===== src/rtl/pptg_pkg.sv =====
// ----------------------------------------------------------------------------
// pptg_pkg
// Shared types and constants of the primitive triple generator: widths,
// multiplier operand codes and the command/status bundles between the
// controller and the datapath.
// ----------------------------------------------------------------------------
`timescale 1ns / 1ps

package pptg_pkg;

  // widths of the enumeration values and results
  localparam int unsigned U_W    = 17;  // outer and inner values
  localparam int unsigned CAND_W = 18;  // search candidate, may step past u
  localparam int unsigned SQ_W   = 34;  // square or product of two values
  localparam int unsigned LEG_W  = 35;  // full width of b and c
  localparam int unsigned OUT_W  = 33;  // width of the result fields

  localparam int unsigned LIMIT_RESET = 100;

  // operand pairs of the shared multiplier
  typedef enum logic [1:0] {
    MUL_UU,
    MUL_VV,
    MUL_UV
  } mul_sel_e;

  // controller to datapath
  typedef struct packed {
    logic     load;            // item accepted, apply restart
    logic     cand_from_v;     // candidate = stored next v
    logic     cand_from_vsel;  // candidate = chosen v + 2
    logic     cand_inc;        // candidate += 2
    logic     gcd_init;        // load gcd operands with u and candidate
    logic     gcd_step;        // one binary gcd step
    logic     vsel_load;       // candidate becomes the chosen v
    logic     mul_en;          // multiply, shift the product line
    mul_sel_e mul_sel;
    logic     legs;            // form a, b and c
    logic     finish;          // row end check and state update
    logic     out_load;        // load the result register
    logic     out_exh;         // result is the exhausted item
  } cmd_t;

  // datapath to controller
  typedef struct packed {
    logic finished;
    logic cand_ge_u;
    logic gcd_done;
    logic coprime;
  } status_t;

endpackage


===== src/rtl/pptg_datapath.sv =====
// ----------------------------------------------------------------------------
// pptg_datapath
// Enumeration state, limit register, binary gcd unit, shared 17x17
// multiplier with its product line, and the result register.
// ----------------------------------------------------------------------------
`timescale 1ns / 1ps

module pptg_datapath #(
  parameter int unsigned LIMIT_WIDTH = 32
) (
  input  logic                             clk_i,
  input  logic                             rst_ni,
  input  pptg_pkg::cmd_t                   cmd_i,
  output pptg_pkg::status_t                status_o,
  input  logic                             restart_i,
  input  logic                             cfg_we_i,
  input  logic [LIMIT_WIDTH-1:0]           cfg_wdata_i,
  output logic [pptg_pkg::OUT_W-1:0]       leg_odd_o,
  output logic [pptg_pkg::OUT_W-1:0]       leg_even_o,
  output logic [pptg_pkg::OUT_W-1:0]       hypotenuse_o,
  output logic                             is_last_o,
  output logic                             exhausted_o
);

  localparam int unsigned CMP_W =
    (LIMIT_WIDTH > pptg_pkg::LEG_W) ? LIMIT_WIDTH : pptg_pkg::LEG_W;

  logic [LIMIT_WIDTH-1:0]         limit_q;
  logic [pptg_pkg::U_W-1:0]       u_q, v_q, vsel_q, gx_q, gy_q;
  logic [pptg_pkg::CAND_W-1:0]    cand_q;
  logic                           fin_q;
  logic [pptg_pkg::SQ_W-1:0]      prod_q, p1_q, p2_q, a_q;
  logic [pptg_pkg::LEG_W-1:0]     b_q, c_q;
  logic [pptg_pkg::U_W-1:0]       mul_x, mul_y;
  logic [pptg_pkg::SQ_W-1:0]      mul_p;
  logic                           end_row, over, u_max;
  logic [pptg_pkg::U_W-1:0]       v_row;
  logic [CMP_W-1:0]               a_ext, b_ext, lim_ext;

  // limit register
  always_ff @(posedge clk_i or negedge rst_ni) begin
    if (!rst_ni) begin
      limit_q <= LIMIT_WIDTH'(pptg_pkg::LIMIT_RESET);
    end else if (cfg_we_i) begin
      limit_q <= cfg_wdata_i;
    end
  end

  // row end and limit checks
  assign a_ext   = CMP_W'(a_q);
  assign b_ext   = CMP_W'(b_q);
  assign lim_ext = CMP_W'(limit_q);
  assign u_max   = (u_q == {pptg_pkg::U_W{1'b1}});
  assign end_row = (cand_q >= {1'b0, u_q});
  assign over    = (a_ext > lim_ext) || (b_ext > lim_ext) || u_max;
  // first v of the next row: 1 when it is even, 2 when it is odd
  assign v_row   = u_q[0] ? pptg_pkg::U_W'(1) : pptg_pkg::U_W'(2);

  // enumeration state
  always_ff @(posedge clk_i or negedge rst_ni) begin
    if (!rst_ni) begin
      u_q   <= pptg_pkg::U_W'(2);
      v_q   <= pptg_pkg::U_W'(1);
      fin_q <= 1'b0;
    end else if (cmd_i.load && restart_i) begin
      u_q   <= pptg_pkg::U_W'(2);
      v_q   <= pptg_pkg::U_W'(1);
      fin_q <= 1'b0;
    end else if (cmd_i.finish) begin
      if (!end_row) begin
        v_q <= cand_q[pptg_pkg::U_W-1:0];
      end else if (over) begin
        fin_q <= 1'b1;
      end else begin
        u_q <= u_q + pptg_pkg::U_W'(1);
        v_q <= v_row;
      end
    end
  end

  // candidate and chosen v
  always_ff @(posedge clk_i) begin
    if (cmd_i.cand_from_v) begin
      cand_q <= {1'b0, v_q};
    end else if (cmd_i.cand_from_vsel) begin
      cand_q <= {1'b0, vsel_q} + pptg_pkg::CAND_W'(2);
    end else if (cmd_i.cand_inc) begin
      cand_q <= cand_q + pptg_pkg::CAND_W'(2);
    end
    if (cmd_i.vsel_load) begin
      vsel_q <= cand_q[pptg_pkg::U_W-1:0];
    end
  end

  // binary gcd, one step per cycle, stops when one side is zero or both even
  always_ff @(posedge clk_i) begin
    if (cmd_i.gcd_init) begin
      gx_q <= u_q;
      gy_q <= cand_q[pptg_pkg::U_W-1:0];
    end else if (cmd_i.gcd_step) begin
      if (!gx_q[0]) begin
        gx_q <= gx_q >> 1;
      end else if (!gy_q[0]) begin
        gy_q <= gy_q >> 1;
      end else if (gx_q >= gy_q) begin
        gx_q <= gx_q - gy_q;
      end else begin
        gy_q <= gy_q - gx_q;
      end
    end
  end

  // shared multiplier operand select
  always_comb begin
    unique case (cmd_i.mul_sel)
      pptg_pkg::MUL_UU: begin
        mul_x = u_q;
        mul_y = u_q;
      end
      pptg_pkg::MUL_VV: begin
        mul_x = vsel_q;
        mul_y = vsel_q;
      end
      pptg_pkg::MUL_UV: begin
        mul_x = u_q;
        mul_y = vsel_q;
      end
      default: begin
        mul_x = u_q;
        mul_y = u_q;
      end
    endcase
  end
  assign mul_p = mul_x * mul_y;

  // product line, then the legs from the three products
  always_ff @(posedge clk_i) begin
    if (cmd_i.mul_en) begin
      prod_q <= mul_p;
      p1_q   <= prod_q;
      p2_q   <= p1_q;
    end
    if (cmd_i.legs) begin
      a_q <= p2_q - p1_q;
      b_q <= {prod_q, 1'b0};
      c_q <= {1'b0, p2_q} + {1'b0, p1_q};
    end
  end

  // result register
  always_ff @(posedge clk_i) begin
    if (cmd_i.out_load) begin
      if (cmd_i.out_exh) begin
        leg_odd_o    <= '0;
        leg_even_o   <= '0;
        hypotenuse_o <= '0;
        is_last_o    <= 1'b0;
        exhausted_o  <= 1'b1;
      end else begin
        leg_odd_o    <= a_q[pptg_pkg::OUT_W-1:0];
        leg_even_o   <= b_q[pptg_pkg::OUT_W-1:0];
        hypotenuse_o <= c_q[pptg_pkg::OUT_W-1:0];
        is_last_o    <= end_row && over;
        exhausted_o  <= 1'b0;
      end
    end
  end

  // status
  assign status_o.finished  = fin_q;
  assign status_o.cand_ge_u = end_row;
  assign status_o.gcd_done  = (gx_q == '0) || (gy_q == '0) || (!gx_q[0] && !gy_q[0]);
  assign status_o.coprime   = ((gx_q == '0) && (gy_q == pptg_pkg::U_W'(1))) ||
                              ((gy_q == '0) && (gx_q == pptg_pkg::U_W'(1)));

endmodule


===== src/rtl/pptg_controller.sv =====
// ----------------------------------------------------------------------------
// pptg_controller
// Sequencer of one item: restart, coprime search for v, the three
// multiplies, search for the next v, row end update and result handoff.
// ----------------------------------------------------------------------------
`timescale 1ns / 1ps

module pptg_controller (
  input  logic                clk_i,
  input  logic                rst_ni,
  input  logic                in_valid_i,
  output logic                in_ready_o,
  output logic                out_valid_o,
  input  logic                out_ready_i,
  input  pptg_pkg::status_t   status_i,
  output pptg_pkg::cmd_t      cmd_o
);

  localparam logic [3:0] S_IDLE   = 4'd0;
  localparam logic [3:0] S_CHECK  = 4'd1;
  localparam logic [3:0] S_TEST   = 4'd2;
  localparam logic [3:0] S_GCD    = 4'd3;
  localparam logic [3:0] S_MUL_UU = 4'd4;
  localparam logic [3:0] S_MUL_VV = 4'd5;
  localparam logic [3:0] S_MUL_UV = 4'd6;
  localparam logic [3:0] S_LEGS   = 4'd7;
  localparam logic [3:0] S_FIN    = 4'd8;

  logic [3:0] state_q, state_d;
  logic       phase_q, phase_d;  // 0: search for this v, 1: for the next one
  logic       out_valid_q, out_valid_d;
  logic       out_free;

  assign out_free    = !out_valid_q || out_ready_i;
  assign in_ready_o  = (state_q == S_IDLE);
  assign out_valid_o = out_valid_q;

  // next state and commands
  always_comb begin
    state_d = state_q;
    phase_d = phase_q;
    cmd_o   = '0;
    cmd_o.mul_sel = pptg_pkg::MUL_UU;
    unique case (state_q)
      S_IDLE: begin
        if (in_valid_i) begin
          cmd_o.load = 1'b1;
          state_d    = S_CHECK;
        end
      end
      S_CHECK: begin
        if (status_i.finished) begin
          if (out_free) begin
            cmd_o.out_load = 1'b1;
            cmd_o.out_exh  = 1'b1;
            state_d        = S_IDLE;
          end
        end else begin
          cmd_o.cand_from_v = 1'b1;
          phase_d           = 1'b0;
          state_d           = S_TEST;
        end
      end
      S_TEST: begin
        if (status_i.cand_ge_u) begin
          if (phase_q) begin
            state_d = S_FIN;
          end else begin
            cmd_o.vsel_load = 1'b1;
            state_d         = S_MUL_UU;
          end
        end else begin
          cmd_o.gcd_init = 1'b1;
          state_d        = S_GCD;
        end
      end
      S_GCD: begin
        if (!status_i.gcd_done) begin
          cmd_o.gcd_step = 1'b1;
        end else if (!status_i.coprime) begin
          cmd_o.cand_inc = 1'b1;
          state_d        = S_TEST;
        end else if (phase_q) begin
          state_d = S_FIN;
        end else begin
          cmd_o.vsel_load = 1'b1;
          state_d         = S_MUL_UU;
        end
      end
      S_MUL_UU: begin
        cmd_o.mul_en  = 1'b1;
        cmd_o.mul_sel = pptg_pkg::MUL_UU;
        state_d       = S_MUL_VV;
      end
      S_MUL_VV: begin
        cmd_o.mul_en  = 1'b1;
        cmd_o.mul_sel = pptg_pkg::MUL_VV;
        state_d       = S_MUL_UV;
      end
      S_MUL_UV: begin
        cmd_o.mul_en  = 1'b1;
        cmd_o.mul_sel = pptg_pkg::MUL_UV;
        state_d       = S_LEGS;
      end
      S_LEGS: begin
        cmd_o.legs           = 1'b1;
        cmd_o.cand_from_vsel = 1'b1;
        phase_d              = 1'b1;
        state_d              = S_TEST;
      end
      S_FIN: begin
        if (out_free) begin
          cmd_o.finish   = 1'b1;
          cmd_o.out_load = 1'b1;
          state_d        = S_IDLE;
        end
      end
      default: begin
        state_d = S_IDLE;
      end
    endcase
  end

  // result valid flag
  always_comb begin
    out_valid_d = out_valid_q;
    if (cmd_o.out_load) begin
      out_valid_d = 1'b1;
    end else if (out_ready_i) begin
      out_valid_d = 1'b0;
    end
  end

  always_ff @(posedge clk_i or negedge rst_ni) begin
    if (!rst_ni) begin
      state_q     <= S_IDLE;
      phase_q     <= 1'b0;
      out_valid_q <= 1'b0;
    end else begin
      state_q     <= state_d;
      phase_q     <= phase_d;
      out_valid_q <= out_valid_d;
    end
  end

endmodule


===== src/rtl/primitive_pythagorean_triple_generator_unit.sv =====
// ----------------------------------------------------------------------------
// primitive_pythagorean_triple_generator_unit
// Each input item returns the next primitive Pythagorean triple by Euclid's
// formula, a = u*u - v*v, b = 2*u*v, c = u*u + v*v, with u from 2 upward and
// v of opposite parity below u and coprime to it. When a row of u ends and
// its last triple has a or b above the limit register, or u is at its
// maximum, that triple is marked last and later items report exhausted
// until an item with restart set. One item is in work at a time. An item
// runs the binary gcd unit on each candidate v tried, stepping it until
// one side is zero or both are even, and rejects each candidate that is
// not coprime to u; two searches (this v, then the next v) and three
// products on the shared 17x17 multiplier make up an item. An item after
// the end of the list reports exhausted without a search. A finished
// result waits in the output register while the next item is worked on.
// Limit writes are taken in any cycle and reset to 100.
// ----------------------------------------------------------------------------
`timescale 1ns / 1ps

module primitive_pythagorean_triple_generator_unit #(
  parameter int unsigned LIMIT_WIDTH = 32
) (
  input  logic                        clk_i,
  input  logic                        rst_ni,
  // config write channel
  input  logic                        cfg_valid_i,
  output logic                        cfg_ready_o,
  input  logic [LIMIT_WIDTH-1:0]      cfg_wdata_i,
  // request channel
  input  logic                        in_valid_i,
  output logic                        in_ready_o,
  input  logic                        restart_i,
  // result channel
  output logic                        out_valid_o,
  input  logic                        out_ready_i,
  output logic [pptg_pkg::OUT_W-1:0]  leg_odd_o,
  output logic [pptg_pkg::OUT_W-1:0]  leg_even_o,
  output logic [pptg_pkg::OUT_W-1:0]  hypotenuse_o,
  output logic                        is_last_o,
  output logic                        exhausted_o
);

  pptg_pkg::cmd_t    cmd;
  pptg_pkg::status_t status;

  assign cfg_ready_o = 1'b1;

  // sequencer
  pptg_controller u_ctrl (
    .clk_i       (clk_i),
    .rst_ni      (rst_ni),
    .in_valid_i  (in_valid_i),
    .in_ready_o  (in_ready_o),
    .out_valid_o (out_valid_o),
    .out_ready_i (out_ready_i),
    .status_i    (status),
    .cmd_o       (cmd)
  );

  // state, arithmetic and result register
  pptg_datapath #(
    .LIMIT_WIDTH (LIMIT_WIDTH)
  ) u_dp (
    .clk_i        (clk_i),
    .rst_ni       (rst_ni),
    .cmd_i        (cmd),
    .status_o     (status),
    .restart_i    (restart_i),
    .cfg_we_i     (cfg_valid_i),
    .cfg_wdata_i  (cfg_wdata_i),
    .leg_odd_o    (leg_odd_o),
    .leg_even_o   (leg_even_o),
    .hypotenuse_o (hypotenuse_o),
    .is_last_o    (is_last_o),
    .exhausted_o  (exhausted_o)
  );

`ifndef NO_ASSERTIONS
  // a triple of opposite parity values has odd a and c and even b
  assert property (@(posedge clk_i) disable iff (!rst_ni)
    out_valid_o && !exhausted_o |-> leg_odd_o[0] && hypotenuse_o[0] && !leg_even_o[0])
    else $error("triple parity broken");

  // an exhausted item carries no triple and no last mark
  assert property (@(posedge clk_i) disable iff (!rst_ni)
    out_valid_o && exhausted_o |-> !is_last_o && (leg_odd_o == '0) &&
      (leg_even_o == '0) && (hypotenuse_o == '0))
    else $error("exhausted item carries data");

  // an accepted item keeps the block busy in the next cycle
  assert property (@(posedge clk_i) disable iff (!rst_ni)
    in_valid_i && in_ready_o |=> !in_ready_o)
    else $error("item accepted while busy");
`endif

endmodule

===== config.mk =====
export PLATFORM = sky130hd
export DESIGN_NAME = primitive_pythagorean_triple_generator_unit
export DESIGN_NICKNAME = d
export VERILOG_FILES = /design/src/rtl/pptg_pkg.sv /design/src/rtl/pptg_datapath.sv /design/src/rtl/pptg_controller.sv /design/src/rtl/primitive_pythagorean_triple_generator_unit.sv
export SDC_FILE = /design/constraint.sdc
export NUM_CORES = 2
export LEC_CHECK = 0
export ABC_CLOCK_PERIOD_IN_PS = 10400
export BUFFER_PORTS_ARGS = -buffer_cell sky130_fd_sc_hd__buf_2
export CAP_MARGIN = 25
export CELL_PAD_IN_SITES_DETAIL_PLACEMENT = 0
export CELL_PAD_IN_SITES_GLOBAL_PLACEMENT = 1
export CORE_MARGIN = 2
export CORE_UTILIZATION = 51
export CTS_CLUSTER_DIAMETER = 50
export DETAILED_ROUTE_END_ITERATION = 10
export PLACE_DENSITY = 0.92
export SETUP_SLACK_MARGIN = 0.4
export SYNTH_ARGS = -nofsm -noshare
export SYNTH_HDL_FRONTEND = slang
export SYNTH_SLANG_ARGS = --single-unit

===== constraint.sdc =====
create_clock -name clk_i -period 10.4 [get_ports clk_i]
set_input_delay 1.56 -clock clk_i [delete_from_list [all_inputs] [get_ports clk_i]]
set_output_delay 1.56 -clock clk_i [all_outputs]
set_load 0.05 [all_outputs]

Word level (Yosys, flattened, before mapping):

Index checks and enable logic that the tools add are counted.

* divide/modulo/power cells: 0
* bitwise operators: 0
* equal/unequal tests: 21
* mux-type cells: 64
* multipliers: 1
* reduce and logical (&&, ||, !) cells: 35
* shift-type cells: 0
* $lt $le $gt $ge: 4
* $add $sub $neg: 7

Operators with widths (number)
* 17-bit 2-to-1 mux: 21
* 18-bit 2-to-1 mux: 2
* 4-bit one-hot mux with 9 select lines: 1
* 35-bit by 32-bit > comparator with 1-bit output: 1
* 17-bit by 1-bit equality test with 1-bit output (second input constant): 2
* 34-bit by 32-bit > comparator with 1-bit output: 1
* 17-bit zero test: 2
* 17-bit by 17-bit multiplier with 34-bit output: 1
* 17-bit subtractor: 2
* 34-bit subtractor: 1
* 33-bit adder: 1
* 4-bit 2-to-1 mux: 7
* 1-bit 2-to-1 mux: 26
* 17-bit by 2-bit adder with 18-bit output (second input constant): 1
* 18-bit by 2-bit adder with 18-bit output (second input constant): 1
* 18-bit by 17-bit >= comparator with 1-bit output: 1
* 17-bit by 1-bit adder with 17-bit output (second input constant): 1
* 17-bit equality test (second input constant): 1
* 17-bit >= comparator: 1
* 4-bit by 3-bit equality test with 1-bit output (second input constant): 4
* 2-bit nonzero test: 8
* 3-bit inequality test (second input constant): 4
* 3-bit AND reduction: 4
* 3-bit one-hot mux with 3 select lines: 1
* other kinds (16): 37

* logic and storage cells: 157
* memory bits (read-only): 0
* register bits after elaboration: 445
* bits in latches: 0
* RAM bits: 0
* input bits: 38
* memories kept: 0
* output and inout port bits: 104

Longest topological paths before layout:

* depth in word-level cells: 9
* depth in mapped cells: 32
* depth with buffers taken out: 29

Hierarchy:

Synthesis repeated with hierarchy kept, for this count alone.

* cell total of the unflattened synthesis: 3264
* area, all modules: 33502.1 um2

Modules (own cells, without submodules)
* pptg_datapath: cells each 3194, area an instance 32956.6 um2, times used 1, sequential area each 12783.5 um2
* pptg_controller: cells each 68, area an instance 534.3 um2, times used 1, sequential area each 150.1 um2
* primitive_pythagorean_triple_generator_unit: cells each 2, area an instance 11.3 um2, times used 1, sequential area each 0.0 um2

Worst setup path after synthesis:

OpenSTA, ideal clock, no wires.

* kind: reg-to-reg
* start point: register u_ctrl.state_q[3]
* end point: register u_ctrl.state_q[2]
* arrival: 9.010 ns
* clock period less this slack: 9.110 ns
* slack: 1.290 ns
* library setup time: 0.100 ns
* buffers on the path: 1
* data required time: 10.300 ns
* stages on the path, launching flop included: 5
* path through: dfrtp_1 > clkbuf_1 > nand2b_1 > o31ai_1 > o211a_1

* word-level cells in the longest chain between the ends: 3
* elaborated cells on any way between the ends: 13
* those cells by class: eq/ne: 10; mux: 1; reduce/logical: 2

Ends and longest elaborated chain
* start, declared: line pptg_controller.sv:29 `logic [3:0] state_q, state_d;`
* start signal, assigned: line pptg_controller.sv:140 `state_q <= state_d;`
* 4-bit by 2-bit equality test with 1-bit output / 4-bit zero test (equally long branches): line pptg_controller.sv:44 `unique case (state_q)`
* 2-bit by 1-bit inequality test with 1-bit output (no source line) / 2-bit inequality test (equally long branches)
* 2-bit AND reduction (no source line)

Parallel ways exist; a longest one is shown, timed or not.
A chain may end at the register's enable or synchronous reset.

Worst setup path after layout:

* start point: register u_ctrl.state_q[2]
* end point: register u_dp.prod_q[31] (netlist name), data pin

* word-level cells in the longest chain between the ends: 6
* elaborated cells on any way between the ends: 10
* those cells by class: mul: 1; eq/ne: 5; mux: 3; reduce/logical: 1

Ends and longest elaborated chain
* 4-bit by 3-bit equality test with 1-bit output: line pptg_controller.sv:44
* 3-bit one-hot mux with 3 select lines *: line pptg_controller.sv:44
* 2-bit by 1-bit equality test with 1-bit output / 2-bit equality test (equally long branches): line pptg_datapath.sv:115 `unique case (cmd_i.mul_sel)`
* 2-bit OR reduction (no source line)
* 17-bit 2-to-1 mux: line pptg_datapath.sv:115
* 17-bit by 17-bit multiplier with 34-bit output *: line pptg_datapath.sv:134 `assign mul_p = mul_x * mul_y;`
* named net u_dp.mul_p, one bit: line pptg_datapath.sv:35 `logic [pptg_pkg::SQ_W-1:0] mul_p;`
* end signal, assigned: line pptg_datapath.sv:139 `prod_q <= mul_p;`
* end, declared: line pptg_datapath.sv:32 `logic [pptg_pkg::SQ_W-1:0] prod_q, p1_q, p2_q, a_q;`

The timed path passes the listed nets; every way through them passes the cells marked *.

==> results by group <==
Status
  – Run status: finished, final reports clean

Timing
  – Final Hold Slack: between 0.4 and 0.5 ns
  – Worst slew pin tran: around 1.1 ns
  – Final worst-path cycle share: about 83%
  – Final worst path period need: slightly below 9 ns
  – Max-Slew Margin vs Limit: 27.5%
  – TNS Setup: 0 ns
  – Count of final max-slew check failures: 0
  – Post-route setup slack: ~1.8 ns
  – Setup repair after global routing missed its margin: no
  – Count of final hold-check violations: 0
  – Setup-failing EPs final: 0
  – Fmax: ~120 MHz
  – Clk_skew: roughly 0.028 ns

Drt
  – First-pass detailed-route iteration total: 5
  – Total Routed Length: roughly 90000 um
  – Routed len/inst: approximately 21 um
  – Routed via count: between 20k and 25k
  – DR DRC count: 0
  – Detail Route Antenna Nets: 0
  – Average vias per placed instance: around 5.7
  – DRT iter0 DRCs: roughly 2.3k

Synthesis
  – Share of Yosys cell area claimed by the top area cell type: between 30% and 40%
  – Main area contributors after synthesis: edfxtp_1 33%, fa_1 14%, ha_1 11%
  – Seq/Total Area, Yosys: about two fifths
  – Average footprint of a synthesized cell: ~10 sq um
  – Mux contribution to synthesized area: under 10%
  – Post-Syn Nets: roughly 3.9k
  – Most used flip-flop cell after synthesis: edfxtp_1
  – Post-Synth Adder-Cell Area: between 20 and 25%
  – Total standard cell area after synthesis: about 34000 sq um
  – Synth Area in Simple Gates: 14.0%
  – Post-synthesis instance total: ~3.3k
  – FFs w/ async S/R, synth: between 15 and 20%
  – Synthesized-area fraction occupied by ao, oa, aoi and oai cells: between 10% and 20%
  – Main combinational cell family by area after synthesis: adder cells
  – Synthesized-area fraction occupied by xor and xnor cells: under 10%
  – Number of synthesized flops with an enable pin: between 300 and 400
  – Most area-hungry cell type in the Yosys netlist: edfxtp_1
  – Cell variety after synth: 76
  – Yosys synthesis warning count: 0
  – Flip-flop and latch count after synthesis: approximately 440

Power
  – Design internal power: just over 3 mW
  – Combinational share of power: around 2.1%
  – IR drop worst, VDD: roughly 0.13 mV
  – Clock network fraction of design power: 49.3%
  – Fraction of power spent switching nets: 22.1%
  – Power per cell area: ~110 nW/um^2
  – Total leakage power: about 17 nW
  – Portion of total power attributed to sequential cells: between 40% and 50%
  – Switching power total: a little under 0.9 mW

Setup path
  – Nature of the critical path endpoint: flop
  – CP Max Fanout: 14
  – Slowest cell on crit path: mux2i_1
  – Slowest Stage Delay on Critical Path: 0.94 ns
  – Crit path required time: between 10 and 15 ns
  – Ordered cell list for the critical path: inv_1 -> nor2_1 -> nand3_1 -> ha_1 -> mux2i_1 -> nor2_1 -> fa_1 -> fa_1 -> ha_1 -> fa_1 -> inv_1 -> fa_1 -> fa_1 -> inv_1 -> ha_1 -> a21oi_1 -> nand3_1 -> o311ai_0 -> a21oi_1 -> a21oi_1 -> o21ai_0 -> a211oi_1 -> nor2_1 -> xor2_1
  – Startpoint types: flop
  – Worst setup path category: flop to flop
  – Cell mode on critical path: fa_1
  – Number of cell instances on the worst register-to-register path: 24
  – Worst endpoint data arrival time: 9.01 ns

Placement
  – Placed instance area: roughly 35000 sq um
  – Placer Congestion: 0.971
  – Post-placement worst setup slack: 1.78 ns
  – Dpl cells: between 4k and 5k
  – Count of buffers inserted at the top-level ports: roughly 140
  – Detailed-placement wirelength estimate: roughly 68000 um

Floorplanning
  – Die Ht: 261 um
  – Starting utilization of the core area: just over 50%
  – Core Box Area: 65500 sq um
  – Horizontal die dimension: approximately 260 um
  – Number of rows in the core area: 94
  – Area of the die: ~70000 sq um
  – Io pins: between 100 and 150

Clock tree
  – Total of cells resized after clock tree synthesis: 0
  – # clock sinks: between 400 and 500
  – Hold Buf Count CTS: 0
  – CTS tree: yes
  – Clock edge transition at the registers on the reported setup and hold paths: approximately 0.060 ns
  – TritonCTS buffer count: 57
  – CTS Root Buffer Type: clkbuf_16
  – Buffer levels on the longest clock path: 3
  – Setup Fix Bufs, Post-CTS: 0
  – Clk Latency, worst-skew pair: 0.62 ns
  – Maximum level of the CTS H-tree: 2

Final layout
  – Count of filler cells inserted in the layout: 5573
  – Post-layout instance area: ~37000 sq um
  – Antenna diode instance count: 0
  – Net count, final: about 4k
  – Count of placed standard cells in the final layout, fillers left out: 4336
  – Fraction of final layout cells sized beyond drive strength 1: about a tenth
  – Area added between synthesis and finish: 10.2%

Global route
  – Pin count of the biggest net entering global routing: 100
  – Remaining global-route overflow: 0
  – Initial antenna violation count: 0
  – GRT Resource Usage Total: between 20% and 30%
  – Wire length of the first global-routing pass: between 100000 and 150000 um
  – Vias in the first global route: between 20k and 25k

Job
  – Max-capacitance violation count: 0

Min path
  – Hold/Removal Path Class: flop to flop
  – Cell depth of the worst min-delay path: 0
-- synthesized netlist by cell type, types with 12 or more instances --
cell type and n:
nor3_1 42, and3_1 27, buf_2 13, nor2_1 271, dfrtp_1 68, a211oi_1 17
nor4_1 28, inv_1 450, a31oi_1 19, nand4_1 39, o21a_1 30, mux2i_1 49
a31o_2 16, nand2b_1 25, o21bai_1 19, nor2b_1 23, ha_1 292, o211ai_1 12
a221oi_1 14, o31ai_1 15, nand3_1 49, fa_1 228, clkbuf_1 117, a21o_1 58
edfxtp_1 369, o21ai_0 117, xnor2_1 93, xor2_1 29, and2_1 111, or3_1 13
nand2_1 364, mux2_2 20, a21oi_1 146
-- critical path: cells and delay by family, from the launching register on --
| kind | cells | cell delay (ns) |
|---|---|---|
| buffers and inverters | 3 | 0.21 |
| adders and majority gates | 8 | 3.71 |
| xor gates and xnor gates | 1 | 0.15 |
| muxes | 1 | 0.94 |
| DFF | 1 | 0.56 |
| and+or+nand+nor | 5 | 0.66 |
| AOI/OAI and AO/OA | 6 | 2.14 |
-- metrics by stage --
| step | total power, mW | util, % |
|---|---|---|
| global route | 4.05 | 56.7 |
| finish | 3.94 | 56.7 |
| detailed placement | 2.03 | 53.7 |
| global placement | 2.03 | 53.7 |
| floorplan | 1.99 | - |
| CTS | 3.97 | 56.6 |
-- layer usage --
layer / vias up / GRT usage, % / wire length, um
li1: 11600 / - / -
met1: 12000 / 37.2 / 38300
met2: 1020 / 40.9 / 40000
met3: 137 / 6.08 / 8230
met4: 0 / 7.15 / 2440
met5: - / 0 / 0
-- sequential cells by signal, summed over array words and instances, names as in the netlist, 33 cells and up --
name,count
u_dp.p1_q,34
u_dp.p2_q,34
u_dp.b_ext,34
u_dp.prod_q,34
u_dp.c_q,33
u_dp.hypotenuse_o,33
u_dp.a_q,33
-- power groups by stage --
stage               sequential (mW)  clock [mW]  combinational, mW
detailed placement             1.95           0             0.0828
finish                         1.91        1.94             0.0834
global placement               1.95           0             0.0798
CTS                            1.91        1.97             0.0840
floorplan                      1.95           0             0.0455
global route                   1.91        2.04             0.0934
-- cell families (layout without fill, tap and decap cells) --
group | Yosys count | after routing
adders and majority gates | 520 | 520
other | 2 | 2
buffers and inverters | 597 | 735
AOI/OAI and AO/OA | 561 | 561
muxes | 69 | 69
DFF | 443 | 443
and+or+nand+nor | 1020 | 1020
xor gates and xnor gates | 122 | 122
-- layout make-up --
class / count / area, sq um / share of cell area [%]
clock buffer: 73 / 1560 / 4.19
clock inverter: 35 / 347 / 0.934
inverter: 452 / 1700 / 4.58
multi-input combinational: 2294 / 18500 / 49.9
sequential: 443 / 12900 / 34.8
tap: 864 / 1080 / 2.91
timing repair buffer: 175 / 986 / 2.66
-- final timing paths --
| kind | end | start | slack (ns) |
|---|---|---|---|
| hold reg to reg | u_dp.p1_q[15]$_DFFE_PP_ | u_dp.prod_q[15]$_DFFE_PP_ | 0.43 |
| setup reg to reg | u_dp.prod_q[31]$_DFFE_PP_ | u_ctrl.state_q[2]$_DFFE_PN0P_ | 1.76 |
| min in group asynchronous | u_dp.limit_q[30]$_DFFE_PN0P_ | rst_ni | 0.93 |
| setup / recovery | u_dp.prod_q[31]$_DFFE_PP_ | u_ctrl.state_q[2]$_DFFE_PN0P_ | 1.76 |
| max in group asynchronous | u_dp.v_q[11]$_DFFE_PN0P_ | rst_ni | 8.41 |
| hold / removal | u_dp.p1_q[15]$_DFFE_PP_ | u_dp.prod_q[15]$_DFFE_PP_ | 0.43 |
-- cell usage in the layout (no fill, tap or decap), drive strengths merged, types with 16 or more instances in the layout --
master	instances
inv	463
edfxtp	369
nand2	364
ha	292
nor2	271
fa	228
buf	174
a21oi	148
o21ai	127
and2	111
xnor2	93
clkbuf	74
dfrtp	68
a21o	58
mux2i	49
nand3	49
nor3	42
nand4	39
o21a	30
xor2	29
nor4	28
and3	27
nand2b	25
nor2b	23
mux2	20
o21bai	19
a31oi	19
a211oi	18
a31o	16
Note: power is estimated with default switching activity, not from simulation.
